<file path="src/rtl/core/cias_pkg.sv">
`timescale 1ns / 1ps

package cias_pkg;

    // Table size and derived widths
    localparam int SLOT_COUNT = 5;
    localparam int SLOT_W     = (SLOT_COUNT > 1) ? $clog2(SLOT_COUNT) : 1;
    localparam int IDX_EXT_W  = (SLOT_W > 3) ? SLOT_W : 3;
    localparam int MASK_EXT_W = (SLOT_COUNT > 5) ? SLOT_COUNT : 5;

    // Stream widths
    localparam int IN_DATA_W  = 64;
    localparam int IN_USER_W  = 2;
    localparam int OUT_DATA_W = 16;

    // Serial remainder unit
    localparam int VAL_W     = 12;
    localparam int DIV_STEPS = VAL_W;
    localparam int CNT_W     = $clog2(DIV_STEPS);

    // Operation codes
    localparam logic [1:0] OP_REG  = 2'd0;
    localparam logic [1:0] OP_FREE = 2'd1;
    localparam logic [1:0] OP_TICK = 2'd2;

    // Unit codes
    localparam logic [2:0] UNIT_SEC  = 3'd0;
    localparam logic [2:0] UNIT_MIN  = 3'd1;
    localparam logic [2:0] UNIT_HOUR = 3'd2;
    localparam logic [2:0] UNIT_DAY  = 3'd3;
    localparam logic [2:0] UNIT_MON  = 3'd4;
    localparam logic [2:0] UNIT_YEAR = 3'd5;

    // Controller to datapath
    typedef struct packed {
        logic load;
        logic exec;
        logic slot_load;
        logic div_step;
        logic slot_done;
        logic push;
    } t_cmd;

    // Datapath to controller
    typedef struct packed {
        logic is_tick;
        logic gate;
        logic div_last;
        logic slot_last;
        logic out_free;
    } t_sts;

endpackage

</file>
<file path="src/rtl/core/cias_ctrl.sv">
`timescale 1ns / 1ps

module cias_ctrl (
    input  logic          i_clk,
    input  logic          i_rst_n,
    input  logic          i_s_tvalid,
    output logic          o_s_tready,
    input  cias_pkg::t_sts i_sts,
    output cias_pkg::t_cmd o_cmd
);
    import cias_pkg::*;

    typedef enum logic [5:0] {
        S_IDLE = 6'b000001,
        S_EXEC = 6'b000010,
        S_SLOT = 6'b000100,
        S_DIV  = 6'b001000,
        S_NEXT = 6'b010000,
        S_DONE = 6'b100000
    } t_state;

    t_state r_state;
    t_state n_state;

    assign o_s_tready = (r_state == S_IDLE);

    // Next state and commands
    always_comb begin
        n_state = r_state;
        o_cmd   = '0;
        unique case (r_state)
            S_IDLE: begin
                if (i_s_tvalid) begin
                    o_cmd.load = 1'b1;
                    n_state    = S_EXEC;
                end
            end
            S_EXEC: begin
                o_cmd.exec = 1'b1;
                n_state    = i_sts.is_tick ? S_SLOT : S_DONE;
            end
            S_SLOT: begin
                o_cmd.slot_load = 1'b1;
                // skip the remainder when the slot cannot fire anyway
                n_state = i_sts.gate ? S_DIV : S_NEXT;
            end
            S_DIV: begin
                o_cmd.div_step = 1'b1;
                if (i_sts.div_last) begin
                    n_state = S_NEXT;
                end
            end
            S_NEXT: begin
                o_cmd.slot_done = 1'b1;
                n_state = i_sts.slot_last ? S_DONE : S_SLOT;
            end
            S_DONE: begin
                if (i_sts.out_free) begin
                    o_cmd.push = 1'b1;
                    n_state    = S_IDLE;
                end
            end
            default: begin
                n_state = S_IDLE;
            end
        endcase
    end

    always_ff @(posedge i_clk) begin
        if (!i_rst_n) begin
            r_state <= S_IDLE;
        end else begin
            r_state <= n_state;
        end
    end

endmodule

</file>
<file path="src/rtl/core/cias_dp.sv">
`timescale 1ns / 1ps

module cias_dp (
    input  logic                           i_clk,
    input  logic                           i_rst_n,
    input  logic [cias_pkg::IN_DATA_W-1:0]  i_s_tdata,
    input  logic [cias_pkg::IN_USER_W-1:0]  i_s_tuser,
    output logic                           o_m_tvalid,
    input  logic                           i_m_tready,
    output logic [cias_pkg::OUT_DATA_W-1:0] o_m_tdata,
    input  cias_pkg::t_cmd                 i_cmd,
    output cias_pkg::t_sts                 o_sts
);
    import cias_pkg::*;

    // Captured word
    logic [1:0]  r_op;
    logic [2:0]  r_unit;
    logic [11:0] r_interval;
    logic [3:0]  r_slot;
    logic [5:0]  r_sec;
    logic [5:0]  r_min;
    logic [4:0]  r_hour;
    logic [4:0]  r_dom;
    logic [3:0]  r_mon;
    logic [11:0] r_year;

    // Slot table
    logic [SLOT_COUNT-1:0] r_used;
    logic [2:0]            r_tab_unit [SLOT_COUNT];
    logic [VAL_W-1:0]      r_tab_int  [SLOT_COUNT];

    // Tick walk and remainder unit
    logic [SLOT_W-1:0]     r_idx;
    logic                  r_gate;
    logic [VAL_W-1:0]      r_dvd;
    logic [VAL_W-1:0]      r_div;
    logic [VAL_W-1:0]      r_rem;
    logic [CNT_W-1:0]      r_cnt;

    // Result and output stage
    logic [SLOT_COUNT-1:0] r_res_mask;
    logic                  r_res_ok;
    logic [SLOT_W-1:0]     r_res_idx;
    logic                  r_out_valid;
    logic [OUT_DATA_W-1:0] r_out_data;

    logic                  free_found;
    logic [SLOT_W-1:0]     free_idx;
    logic                  free_in_range;
    logic [2:0]            cur_unit;
    logic [VAL_W-1:0]      cur_int;
    logic [VAL_W-1:0]      sel_val;
    logic                  sel_start;
    logic                  at_min;
    logic                  at_hour;
    logic                  at_day;
    logic                  at_mon;
    logic                  at_year;
    logic                  gate;
    logic [VAL_W:0]        trial;
    logic [VAL_W-1:0]      n_rem;
    logic [MASK_EXT_W-1:0] mask_ext;
    logic [IDX_EXT_W-1:0]  idx_ext;

    // Lowest free slot
    always_comb begin
        free_found = 1'b0;
        free_idx   = '0;
        for (int i = SLOT_COUNT - 1; i >= 0; i--) begin
            if (!r_used[i]) begin
                free_found = 1'b1;
                free_idx   = SLOT_W'(i);
            end
        end
    end

    assign free_in_range = ({1'b0, r_slot} < 5'(SLOT_COUNT));

    // Field and start condition for the slot being walked
    assign cur_unit = r_tab_unit[r_idx];
    assign cur_int  = r_tab_int[r_idx];
    assign at_min   = (r_sec == '0);
    assign at_hour  = at_min && (r_min == '0);
    assign at_day   = at_hour && (r_hour == '0);
    assign at_mon   = at_day && (r_dom == 5'd1);
    assign at_year  = at_mon && (r_mon == '0);

    always_comb begin
        unique case (cur_unit)
            UNIT_SEC: begin
                sel_val = VAL_W'(r_sec);
                sel_start = 1'b1;
            end
            UNIT_MIN: begin
                sel_val = VAL_W'(r_min);
                sel_start = at_min;
            end
            UNIT_HOUR: begin
                sel_val = VAL_W'(r_hour);
                sel_start = at_hour;
            end
            UNIT_DAY: begin
                sel_val = VAL_W'(r_dom);
                sel_start = at_day;
            end
            UNIT_MON: begin
                sel_val = VAL_W'(r_mon);
                sel_start = at_mon;
            end
            UNIT_YEAR: begin
                sel_val = r_year;
                sel_start = at_year;
            end
            default: begin
                sel_val = '0;
                sel_start = 1'b0;
            end
        endcase
    end

    assign gate = r_used[r_idx] && sel_start && (cur_int != '0);

    // One restoring step: remainder stays below the divisor
    assign trial = {r_rem, r_dvd[VAL_W-1]};
    assign n_rem = (trial >= {1'b0, r_div}) ? VAL_W'(trial - {1'b0, r_div}) : trial[VAL_W-1:0];

    // Status
    assign o_sts.is_tick   = (r_op == OP_TICK);
    assign o_sts.gate      = gate;
    assign o_sts.div_last  = (r_cnt == CNT_W'(DIV_STEPS - 1));
    assign o_sts.slot_last = (r_idx == SLOT_W'(SLOT_COUNT - 1));
    assign o_sts.out_free  = !r_out_valid || i_m_tready;

    // Capture the accepted word
    always_ff @(posedge i_clk) begin
        if (i_cmd.load) begin
            r_op       <= i_s_tuser;
            r_unit     <= i_s_tdata[2:0];
            r_interval <= i_s_tdata[14:3];
            r_slot     <= i_s_tdata[18:15];
            r_sec      <= i_s_tdata[24:19];
            r_min      <= i_s_tdata[30:25];
            r_hour     <= i_s_tdata[35:31];
            r_dom      <= i_s_tdata[40:36];
            r_mon      <= i_s_tdata[44:41];
            r_year     <= i_s_tdata[56:45];
        end
    end

    // Occupancy flags
    always_ff @(posedge i_clk) begin
        if (!i_rst_n) begin
            r_used <= '0;
        end else if (i_cmd.exec) begin
            if (r_op == OP_REG && free_found) begin
                r_used[free_idx] <= 1'b1;
            end else if (r_op == OP_FREE && free_in_range) begin
                r_used[r_slot[SLOT_W-1:0]] <= 1'b0;
            end
        end
    end

    // Slot settings
    always_ff @(posedge i_clk) begin
        if (i_cmd.exec && r_op == OP_REG && free_found) begin
            r_tab_unit[free_idx] <= r_unit;
            r_tab_int[free_idx]  <= r_interval;
        end
    end

    // Result registers and slot walk
    always_ff @(posedge i_clk) begin
        if (i_cmd.exec) begin
            r_res_mask <= '0;
            r_res_ok   <= (r_op == OP_REG) && free_found;
            r_res_idx  <= (r_op == OP_REG && free_found) ? free_idx : '0;
            r_idx      <= '0;
        end else if (i_cmd.slot_done) begin
            if (r_gate && r_rem == '0) begin
                r_res_mask[r_idx] <= 1'b1;
            end
            if (!o_sts.slot_last) begin
                r_idx <= r_idx + 1'b1;
            end
        end
    end

    // Remainder unit
    always_ff @(posedge i_clk) begin
        if (i_cmd.slot_load) begin
            r_gate <= gate;
            r_dvd  <= sel_val;
            r_div  <= cur_int;
            r_rem  <= '0;
            r_cnt  <= '0;
        end else if (i_cmd.div_step) begin
            r_rem <= n_rem;
            r_dvd <= {r_dvd[VAL_W-2:0], 1'b0};
            r_cnt <= r_cnt + 1'b1;
        end
    end

    // Output stage
    assign mask_ext = MASK_EXT_W'(r_res_mask);
    assign idx_ext  = IDX_EXT_W'(r_res_idx);

    always_ff @(posedge i_clk) begin
        if (!i_rst_n) begin
            r_out_valid <= 1'b0;
        end else if (i_cmd.push) begin
            r_out_valid <= 1'b1;
        end else if (i_m_tready) begin
            r_out_valid <= 1'b0;
        end
    end

    always_ff @(posedge i_clk) begin
        if (i_cmd.push) begin
            r_out_data <= {7'b0, idx_ext[2:0], r_res_ok, mask_ext[4:0]};
        end
    end

    assign o_m_tvalid = r_out_valid;
    assign o_m_tdata  = r_out_data;

endmodule

</file>
<file path="src/rtl/core/calendar_interval_alarm_slots.sv">
`timescale 1ns / 1ps

// Alarm slot table driven by a calendar tick. A register word (tuser 0) claims
// the lowest free slot and answers with reg_ok and reg_slot; a free word
// (tuser 1) releases a slot; a tick word (tuser 2) answers with the mask of
// slots that fire at that time. Every word gives exactly one result word.
// Register and free words pass from acceptance through the exec and done
// states into the output register. A tick walks the slots one at a time,
// loading and closing each slot; for an occupied slot with a nonzero interval
// whose start condition holds, a shared bit-serial remainder unit divides the
// selected time field by the slot interval in between. The next word is
// accepted once a result is in the output register, even while that result
// waits to be taken.

module calendar_interval_alarm_slots (
    input  logic                            i_clk,
    input  logic                            i_rst_n,
    input  logic                            i_s_tvalid,
    output logic                            o_s_tready,
    // op
    input  logic [cias_pkg::IN_USER_W-1:0]  i_s_tuser,
    // unit, interval, slot, second, minute, hour, day_of_month, month, year
    input  logic [cias_pkg::IN_DATA_W-1:0]  i_s_tdata,
    output logic                            o_m_tvalid,
    input  logic                            i_m_tready,
    // fired_mask, reg_ok, reg_slot
    output logic [cias_pkg::OUT_DATA_W-1:0] o_m_tdata
);
    import cias_pkg::*;

    t_cmd cmd;
    t_sts sts;

    cias_ctrl u_ctrl (
        .i_clk      (i_clk),
        .i_rst_n    (i_rst_n),
        .i_s_tvalid (i_s_tvalid),
        .o_s_tready (o_s_tready),
        .i_sts      (sts),
        .o_cmd      (cmd)
    );

    cias_dp u_dp (
        .i_clk      (i_clk),
        .i_rst_n    (i_rst_n),
        .i_s_tdata  (i_s_tdata),
        .i_s_tuser  (i_s_tuser),
        .o_m_tvalid (o_m_tvalid),
        .i_m_tready (i_m_tready),
        .o_m_tdata  (o_m_tdata),
        .i_cmd      (cmd),
        .o_sts      (sts)
    );

endmodule

</file>
<file path="config.mk">
export PLATFORM = sky130hd
export DESIGN_NAME = calendar_interval_alarm_slots
export DESIGN_NICKNAME = d
export VERILOG_FILES = /design/src/rtl/core/cias_pkg.sv /design/src/rtl/core/cias_ctrl.sv /design/src/rtl/core/cias_dp.sv /design/src/rtl/core/calendar_interval_alarm_slots.sv
export SDC_FILE = /design/constraint.sdc
export NUM_CORES = 1
export LEC_CHECK = 0
export BUFFER_PORTS_ARGS = -buffer_cell sky130_fd_sc_hd__buf_2
export CORE_ASPECT_RATIO = 1.1
export CORE_MARGIN = 3
export CORE_UTILIZATION = 30
export CTS_CLUSTER_DIAMETER = 60
export DETAILED_ROUTE_END_ITERATION = 7
export SYNTH_ARGS = -nofsm -noshare
export SYNTH_HDL_FRONTEND = slang
export SYNTH_SLANG_ARGS = --single-unit
</file>
<file path="constraint.sdc">
create_clock -name i_clk -period 4.4 [get_ports i_clk]
set_input_delay 0.22 -clock i_clk [delete_from_list [all_inputs] [get_ports i_clk]]
set_output_delay 0.22 -clock i_clk [all_outputs]
set_load 0.02 [all_outputs]
</file>
==> results of run 1 <==
[metrics by stage]
stage | cell area (um^2) | setup WS [ns] | instances | power [uW]
global placement | 9770 | 1.39 | 1086 | 2510
CTS | 11200 | 1.38 | 1190 | 4580
finish | 11200 | 1.45 | 1190 | 4520
floorplan | 9030 | 1.07 | 662 | 2440
global route | 11200 | 1.13 | 1190 | 4700
detailed placement | 9770 | 1.41 | 1086 | 2520
[logic make-up after synthesis]
group,count (synthesis),share of synthesized area
muxes,48,0.0686
and+or+nand+nor,189,0.108
AOI/OAI and AO/OA,125,0.0968
buffers and inverters,53,0.0304
other,1,0.000416
adders and majority gates,16,0.0231
DFF,211,0.660
xor gates and xnor gates,13,0.0126
[area by class of cell]
| class | count | area [um^2] | share of cell area |
|---|---|---|---|
| clock inverters | 17 | 176 | 0.0158 |
| multi-input cells | 398 | 2830 | 0.252 |
| well taps | 368 | 460 | 0.0411 |
| repair buffers | 143 | 1040 | 0.0930 |
| clock buffers | 27 | 643 | 0.0575 |
| flip-flops and latches | 211 | 5950 | 0.531 |
| inverters | 26 | 97.6 | 0.00872 |
[sequential cells by signal (all words and copies together) (netlist names), 9 cells and up, named ones only]
| signal | count |
|---|---|
| u_dp.r_dvd | 12 |
| u_dp.r_div | 12 |
| u_dp.r_tab_int | 60 |
| u_dp.r_year | 12 |
| u_dp.r_tab_unit | 15 |
| u_dp.o_m_tdata | 9 |
| u_dp.r_interval | 12 |
| u_dp.r_rem | 12 |
[final timing paths]
kind / from / to / slack [ns] / depth (start not counted)
setup / recovery: flop / u_dp.r_gate / 1.45 / 6
hold / removal: i_m_tready / u_dp.o_m_tvalid / 0.04 / 3
setup reg to reg: flop / u_dp.r_gate / 1.45 / 6
hold reg to reg: u_dp.r_res_ok / u_dp.o_m_tdata[5] / 0.43 / 0
[critical path: cells and delay by family (launching register included)]
family | cells | cell delay [ns]
muxes | 2 | 1.08
DFF | 1 | 0.72
and+or+nand+nor | 3 | 0.52
AOI/OAI and AO/OA | 1 | 0.35
[layout by cell type, fill, tap and decap left out, types with 22 or more instances in the layout]
cell type / instances
clkbuf_16: 25
edfxtp_1: 172
dlygate4sd3_1: 60
inv_1: 23
o21ai_0: 25
nor2_1: 44
nand2_1: 50
mux2i_1: 33
a21oi_1: 22
buf_2: 73
dfxtp_1: 39
[metal layers]
metal | global-route usage | wire length (um) | vias to the layer above
met1 | 0.143 | 7700 | 2719
li1 | - | - | 2795
met2 | 0.207 | 9850 | 122
met5 | 0 | 0 | -
met3 | 0.0175 | 761 | 26
met4 | 0.0344 | 360 | 0
[power breakdown]
group	switching [uW]	leakage (uW)	internal (uW)	total, uW
Sequential	45.7	0.00188	2230	2270
Clock	770	0.000398	1230	2000
Combinational	123	0.00169	115	238
[cells in the mapped netlist, drive strengths merged (11+ instances only)]
cell    count
inv        25
a21oi      23
nand3      11
dfxtp      39
mux2i      36
buf        17
nor2       44
nor3       13
nand2      50
nor2b      13
nor4       17
o21ai      26
edfxtp    172
ha         15
==> impl_metrics.toml, run 1 <==
[logic_synthesis]
yosys.area.top_type_share = 0.573
ys.flop_type = "edfxtp_1"
synthDistinctLibCells = 71
yosysWarningCount = 0
yosys_register_bits = 211
synth_edf_count = 172
synth_area_um2 = 9010
synthTopCellsByArea = "edfxtp_1 57%, dfxtp_1 8.7%, mux2i_1 3.7%, ha_1 2.1%, nand2_1 2.1%"
syn_area_per_cell_um2 = 13.7
ys_seq_area_frac = 0.660
async_reset_ff_frac = 0
synth_cells = 656
yosys.area.top_type = "edfxtp_1"

[cells_and_area]
layout-drive-gt1-share = 0.190
diodes = 0
fill_cells = 2741
fin_util = 0.384
finalNetCount = 890
area_growth_syn_to_layout_pct = 24.2

[sta]
post-route-min-period_ns = 2.95
relSlewSlack = 0.482
hold-worst-slack_ns = 0.0389
final-max-slew-violation-count = 0
rsz0062_at_grt = "no"
hold_violations = 0
timing.final.crit_share = 0.671
max_slew.worst_pin.slew_ns = 0.772
fmax_ghz = 0.339
tns_ns = 0
finalSetupViolCount = 0
fin_skew_ns = 0.0191

[worst_setup_path]
cpPeakStageDelay_ns = 0.72
cp.arrival_ns = 3.19
crit_slowest_cell = "dfxtp_1"
critPathRequiredTime_ns = 4.64
worstSetupStartpointType = "flop"
crit_fanout = 16
crit_type = "flop to flop"
path_cells = "mux4_2, mux2i_4, nor2b_1, and4_2, a211oi_2, nor3_1"
endpoint_kind = "flop"

[clock_tree]
cts_sinks = 211
path_clk_slew_ns = 0.06
cts_tree = "built"
post-cts-setup-buffers = 0
ctsResizeCount = 0
clk_path_buf_depth = 3
cts_made_buffers = 24
clockRootBuffer = "clkbuf_16"
clock_insertion_delay_worst_skew_ns = 0.51
cts_hold_buffers = 60
ctsHtreeMaxLevel = 1

[routing]
routedWlPerCell_um = 15.7
ant_nets = 0
num_vias = 5662
drc = 0
drt-pass1-iter-count = 4
drt_wl_total_um = 18700
via_per_inst = 4.76
dr.first_iter.drc_count = 395

[floorplan]
coreArea_um2 = 29100
start_util = 0.309
num_rows = 65
dieArea_um2 = 32100
ios = 88
die_h_um = 188
dieWidth_um = 171

[grt]
grt_use_total = 0.116
grt_max_degree = 31
grt_pass1_vias = 5697
grt_first_pass_wirelength_um = 30000
antenna_found_initial = 0
grt_overflow_total = 0

[power]
p_per_area_nw_per_um2 = 404
peakVddDrop_mv = 0.238
p_leak_uw = 0.00397

[placement]
portBuffers = 73
gp_congestion = 0.824
post-dp-hpwl_um = 12600

[run_status]
status = "finished clean"

[min_path]
hold_path.class = "input pin to flop"

[run]
drv_cap = 0
(Power assumes the default switching activity.)
==> run 2: changes to the inputs <==
Clock period 4.4 ns to 2.82 ns, I/O delays scaled along.
==> impl_metrics.toml, run 2 (same netlist as run 1, synthesis figures left out) <==
[worst_setup_path]
cp.arrival_ns = 2.92
cp_top_family = "simple AND/OR/NAND/NOR gates"
critPathRequiredTime_ns = 3.20
path_cells = "buf_12, mux4_2, mux2i_4, nor2b_1, and4_2, a211oi_2, nor4_1, nor3_1"
worstSetupStartpointType = "flop"
crit_type = "flop to flop"
cpPeakStageDelay_ns = 0.55
endpoint_kind = "flop"
crit_fanout = 18
critical_path_buf_inv_count = 1
crit_slowest_cell = "mux4_2"

[cells_and_area]
largest_register = "u_dp.r_tab_int"
diodes = 0
final_cell_area_um2 = 11300
layout-drive-gt1-share = 0.199
fin_util = 0.387
fin_cells = 1201
fill_cells = 2713
finalNetCount = 903
final_common_cell = "edfxtp_1"
largest_reg_flops = 60
area_growth_syn_to_layout_pct = 25.1
final_cell_mix = "172 x edfxtp_1, 73 x buf_2, 61 x dlygate4sd3_1"
reg.largest.list = "u_dp.r_tab_int: 60 flops, u_dp.r_tab_unit: 15 flops"

[floorplan]
start_util = 0.309
num_rows = 65
coreArea_um2 = 29100
ios = 88
die_h_um = 188
dieArea_um2 = 32100
dieWidth_um = 171

[sta]
hold_violations = 0
rsz0062_at_grt = "no"
post-route-min-period_ns = 2.54
timing.final.crit_share = 0.900
max_slew.worst_pin.slew_ns = 0.745
fin_skew_ns = 0.0137
finalSetupViolCount = 0
final-max-slew-violation-count = 0
fmax_ghz = 0.394
relSlewSlack = 0.503
tns_ns = 0

[grt]
grt_use_total = 0.117
antenna_found_initial = 0
grt_overflow_total = 0
grt_max_degree = 60
grt_pass1_vias = 5838
grt_first_pass_wirelength_um = 30400

[clock_tree]
clk_path_buf_depth = 3
cts_sinks = 211
cts_tree = "built"
path_clk_slew_ns = 0.06
clock_insertion_delay_worst_skew_ns = 0.50
ctsHtreeMaxLevel = 1
post-cts-setup-buffers = 0
cts_made_buffers = 22
clockRootBuffer = "clkbuf_16"

[power]
p_per_area_nw_per_um2 = 610
p_leak_uw = 0.00402
peakVddDrop_mv = 0.442

[run]
drv_cap = 0

[placement]
post-dp-hpwl_um = 12600
dpl-instance-area_um2 = 9910
portBuffers = 73
dp.cells = 1100
gp_congestion = 0.832

[routing]
num_vias = 5667
ant_nets = 0
drc = 0
drt-pass1-iter-count = 4
drt_wl_total_um = 18600
routedWlPerCell_um = 15.5
dr.first_iter.drc_count = 346
via_per_inst = 4.72

[min_path]
hold_path.class = "input pin to flop"

[run_status]
status = "finished clean"
[run 2: changes by cell type in the layout (fill, tap and decap cells not counted), moves of 3 or more]
| cell | before | now |
|---|---|---|
| clkinv_1 | 6 | 2 |
| clkbuf_1 | 1 | 5 |
| buf_12 | 0 | 3 |
| buf_4 | 10 | 21 |
[run 2: repair_timing]
action | 4_1_cts | 5_1_grt
resized for setup | 0 | 1
endpoints found under the setup margin | 0 | 1
hold buffers | 61 | 0
hold endpoints to repair | 66 | 0
[run 2: power by group]
part	internal [uW]	switching, uW
clock	1790	1150
combinational	193	200
sequential	3480	64.7
total	5460	1420
[run 2: worst min-delay path, delay by kind of cell]
kind / cells / cell delay (ns)
AO/OA/AOI/OAI: 1 / 0.08
buffers and inverters: 1 / 0.12
AND/OR/NAND/NOR: 2 / 0.22
[run 2: stage by stage]
stage	total power, uW	setup slack (ns)	hold WS [ns]
2_1_floorplan	3810	0.103	0.240
3_5_place_dp	3940	0.316	0.319
4_1_cts	6970	0.283	0.0665
5_1_grt	7150	0.0813	0.0810
6_report	6880	0.283	0.0900
3_3_place_gp	3930	0.310	0.319
[run 2: final timing paths]
path / endpoint / cells after the start / startpoint / slack, ns
hold / removal: u_ctrl.r_state[0] / 4 / i_s_tvalid / 0.09
hold reg to reg: u_dp.o_m_tdata[7] / 0 / u_dp.idx_ext[1] / 0.42
setup / recovery: u_ctrl.r_state[4] / 8 / flop / 0.28
setup reg to reg: u_ctrl.r_state[4] / 8 / flop / 0.28
[run 2: layer usage]
metal  part of all wire  global-route usage  vias up  routed length (um)
li1                   -                   -     2823                   -
met1               0.43               0.145     2713                7940
met5                  0                   0        -                   0
met3              0.034              0.0160       33                 627
met2               0.51               0.206       98                9570
met4              0.027              0.0402        0                 499
[run 2: layout make-up]
class | instances | area (um^2) | area share
multi-input cells | 398 | 2830 | 0.251
flip-flops and latches | 211 | 5950 | 0.528
inverters | 26 | 97.6 | 0.00866
repair buffers | 158 | 1190 | 0.106
clock inverters | 9 | 100 | 0.00888
clock buffers | 31 | 647 | 0.0574
well taps | 368 | 460 | 0.0409
==> run 3: changes to the inputs <==
==> constraint.sdc (replaced) <==
create_clock -name i_clk -period 2.82 [get_ports i_clk]
set_input_delay 0 -clock i_clk [delete_from_list [all_inputs] [get_ports i_clk]]
set_output_delay 0 -clock i_clk [all_outputs]
set_load 0.02 [all_outputs]
==> impl_metrics.toml, run 3 (same netlist as run 1, synthesis figures left out) <==
[run_status]
status = "finished clean"

[sta]
fmax_ghz = 0.391
setup_slack_ns = 0.264
hold_violations = 0
timing.final.crit_share = 0.906
rsz0062_at_grt = "no"
relSlewSlack = 0.512
final-max-slew-violation-count = 0
fin_skew_ns = 0.0118
max_slew.worst_pin.slew_ns = 0.730
finalSetupViolCount = 0
post-route-min-period_ns = 2.56
tns_ns = 0

[clock_tree]
clk_path_buf_depth = 3
cts_made_buffers = 23
cts_sinks = 211
path_clk_slew_ns = 0.06
clock_insertion_delay_worst_skew_ns = 0.51
ctsHtreeMaxLevel = 1
cts_tree = "built"
clockRootBuffer = "clkbuf_16"

[cells_and_area]
fin_util = 0.391
diodes = 0
final_common_cell = "edfxtp_1"
largest_reg_flops = 60
fin_cells = 1207
reg.largest.list = "u_dp.r_tab_int: 60 flops, u_dp.r_tab_unit: 15 flops"
largest_register = "u_dp.r_tab_int"
finalNetCount = 908
fill_cells = 2708
area_growth_syn_to_layout_pct = 26.3
layout-drive-gt1-share = 0.205
final_cell_mix = "172 x edfxtp_1, 73 x buf_2, 63 x dlygate4sd3_1"

[worst_setup_path]
endpoint_kind = "flop"
critPathRequiredTime_ns = 3.22
crit_type = "flop to flop"
cpPeakStageDelay_ns = 0.54
crit_fanout = 12
crit_slowest_cell = "dfxtp_1"
worstSetupStartpointType = "flop"
path_cells = "inv_1, mux2i_4, or2_2, a2111oi_4, a211oi_2, nor4_1, nor3_1"
critical_path_buf_inv_count = 1
cp.arrival_ns = 2.95
cp_top_family = "simple AND/OR/NAND/NOR gates"

[routing]
drt_wl_total_um = 19000
via_per_inst = 4.75
dr.first_iter.drc_count = 304
drc = 0
ant_nets = 0
drt-pass1-iter-count = 5
routedWlPerCell_um = 15.7
num_vias = 5732

[run]
drv_cap = 0

[grt]
grt_use_total = 0.118
grt_max_degree = 60
grt_pass1_vias = 5933
grt_first_pass_wirelength_um = 30700
grt_overflow_total = 0
antenna_found_initial = 0

[placement]
portBuffers = 73
dp.cells = 1102
post-dp-hpwl_um = 12700
dpl_worst_slack_ns = 0.285
gp_congestion = 0.849

[floorplan]
start_util = 0.309
dieArea_um2 = 32100
die_h_um = 188
num_rows = 65
coreArea_um2 = 29100
dieWidth_um = 171
ios = 88

[min_path]
hold_path.class = "input pin to flop"

[power]
peakVddDrop_mv = 0.499
p_leak_uw = 0.00407
p_per_area_nw_per_um2 = 634
run 3: cell count changes in the layout (fill, tap and decap cells not counted), sizes merged:
cell and change:
clkbuf -6, bufinv +4, buf +2, clkinv +2, dlygate4sd3 +2, inv +2
run 3: repair_timing:
action,4_1_cts,5_1_grt
gates resized for setup,0,0
hold buffers,63,0
endpoints found under the hold margin,71,0
buffers inserted,0,0
run 3: final timing paths:
check | startpoint | end | slack [ns] | depth (start not counted)
min | i_s_tdata[13] | u_dp.r_interval[10] | 0.20 | 2
max reg2reg | flop | u_ctrl.r_state[4] | 0.26 | 7
max | flop | u_ctrl.r_state[4] | 0.26 | 7
min reg2reg | u_dp.idx_ext[0] | u_dp.o_m_tdata[6] | 0.43 | 0
run 3: cell type report:
class / count / area [um^2] / share of cell area
sequential: 211 / 5950 / 0.523
multi-input combinational: 398 / 2830 / 0.248
timing repair buffer: 162 / 1200 / 0.106
clock buffer: 25 / 583 / 0.0513
tap: 368 / 460 / 0.0405
clock inverter: 17 / 255 / 0.0224
inverter: 26 / 97.6 / 0.00858
run 3: worst register-to-register path: stages, from the launching register on:
cell and delay, ns:
dfxtp_1 0.54, inv_1 0.33, mux2i_4 0.35, or2_2 0.37, a2111oi_4 0.36, a211oi_2 0.11, nor4_1 0.31, nor3_1 0.07
run 3: power by group:
group | switching (uW) | leakage, uW | internal, uW
Combinational | 201 | 0.00178 | 194
Sequential | 63.4 | 0.00188 | 3480
Clock | 1220 | 0.000407 | 2060
Total | 1480 | 0.00407 | 5730
run 3: through the flow:
| stage | total power, uW | instance area, um^2 | hold WS, ns |
|---|---|---|---|
| floorplan | 3810 | 9030 | 0.0989 |
| CTS | 7310 | 11400 | 0.167 |
| global placement | 3930 | 9900 | 0.178 |
| global route | 7490 | 11400 | 0.180 |
| finish | 7210 | 11400 | 0.199 |
| detailed placement | 3930 | 9900 | 0.178 |
run 3: layer usage:
metal / GRT usage / routed length (um) / vias to the layer above
met5: 0 / 0 / -
li1: - / - / 2838
met1: 0.142 / 7840 / 2741
met3: 0.0171 / 633 / 33
met4: 0.0421 / 496 / 0
met2: 0.212 / 9980 / 120
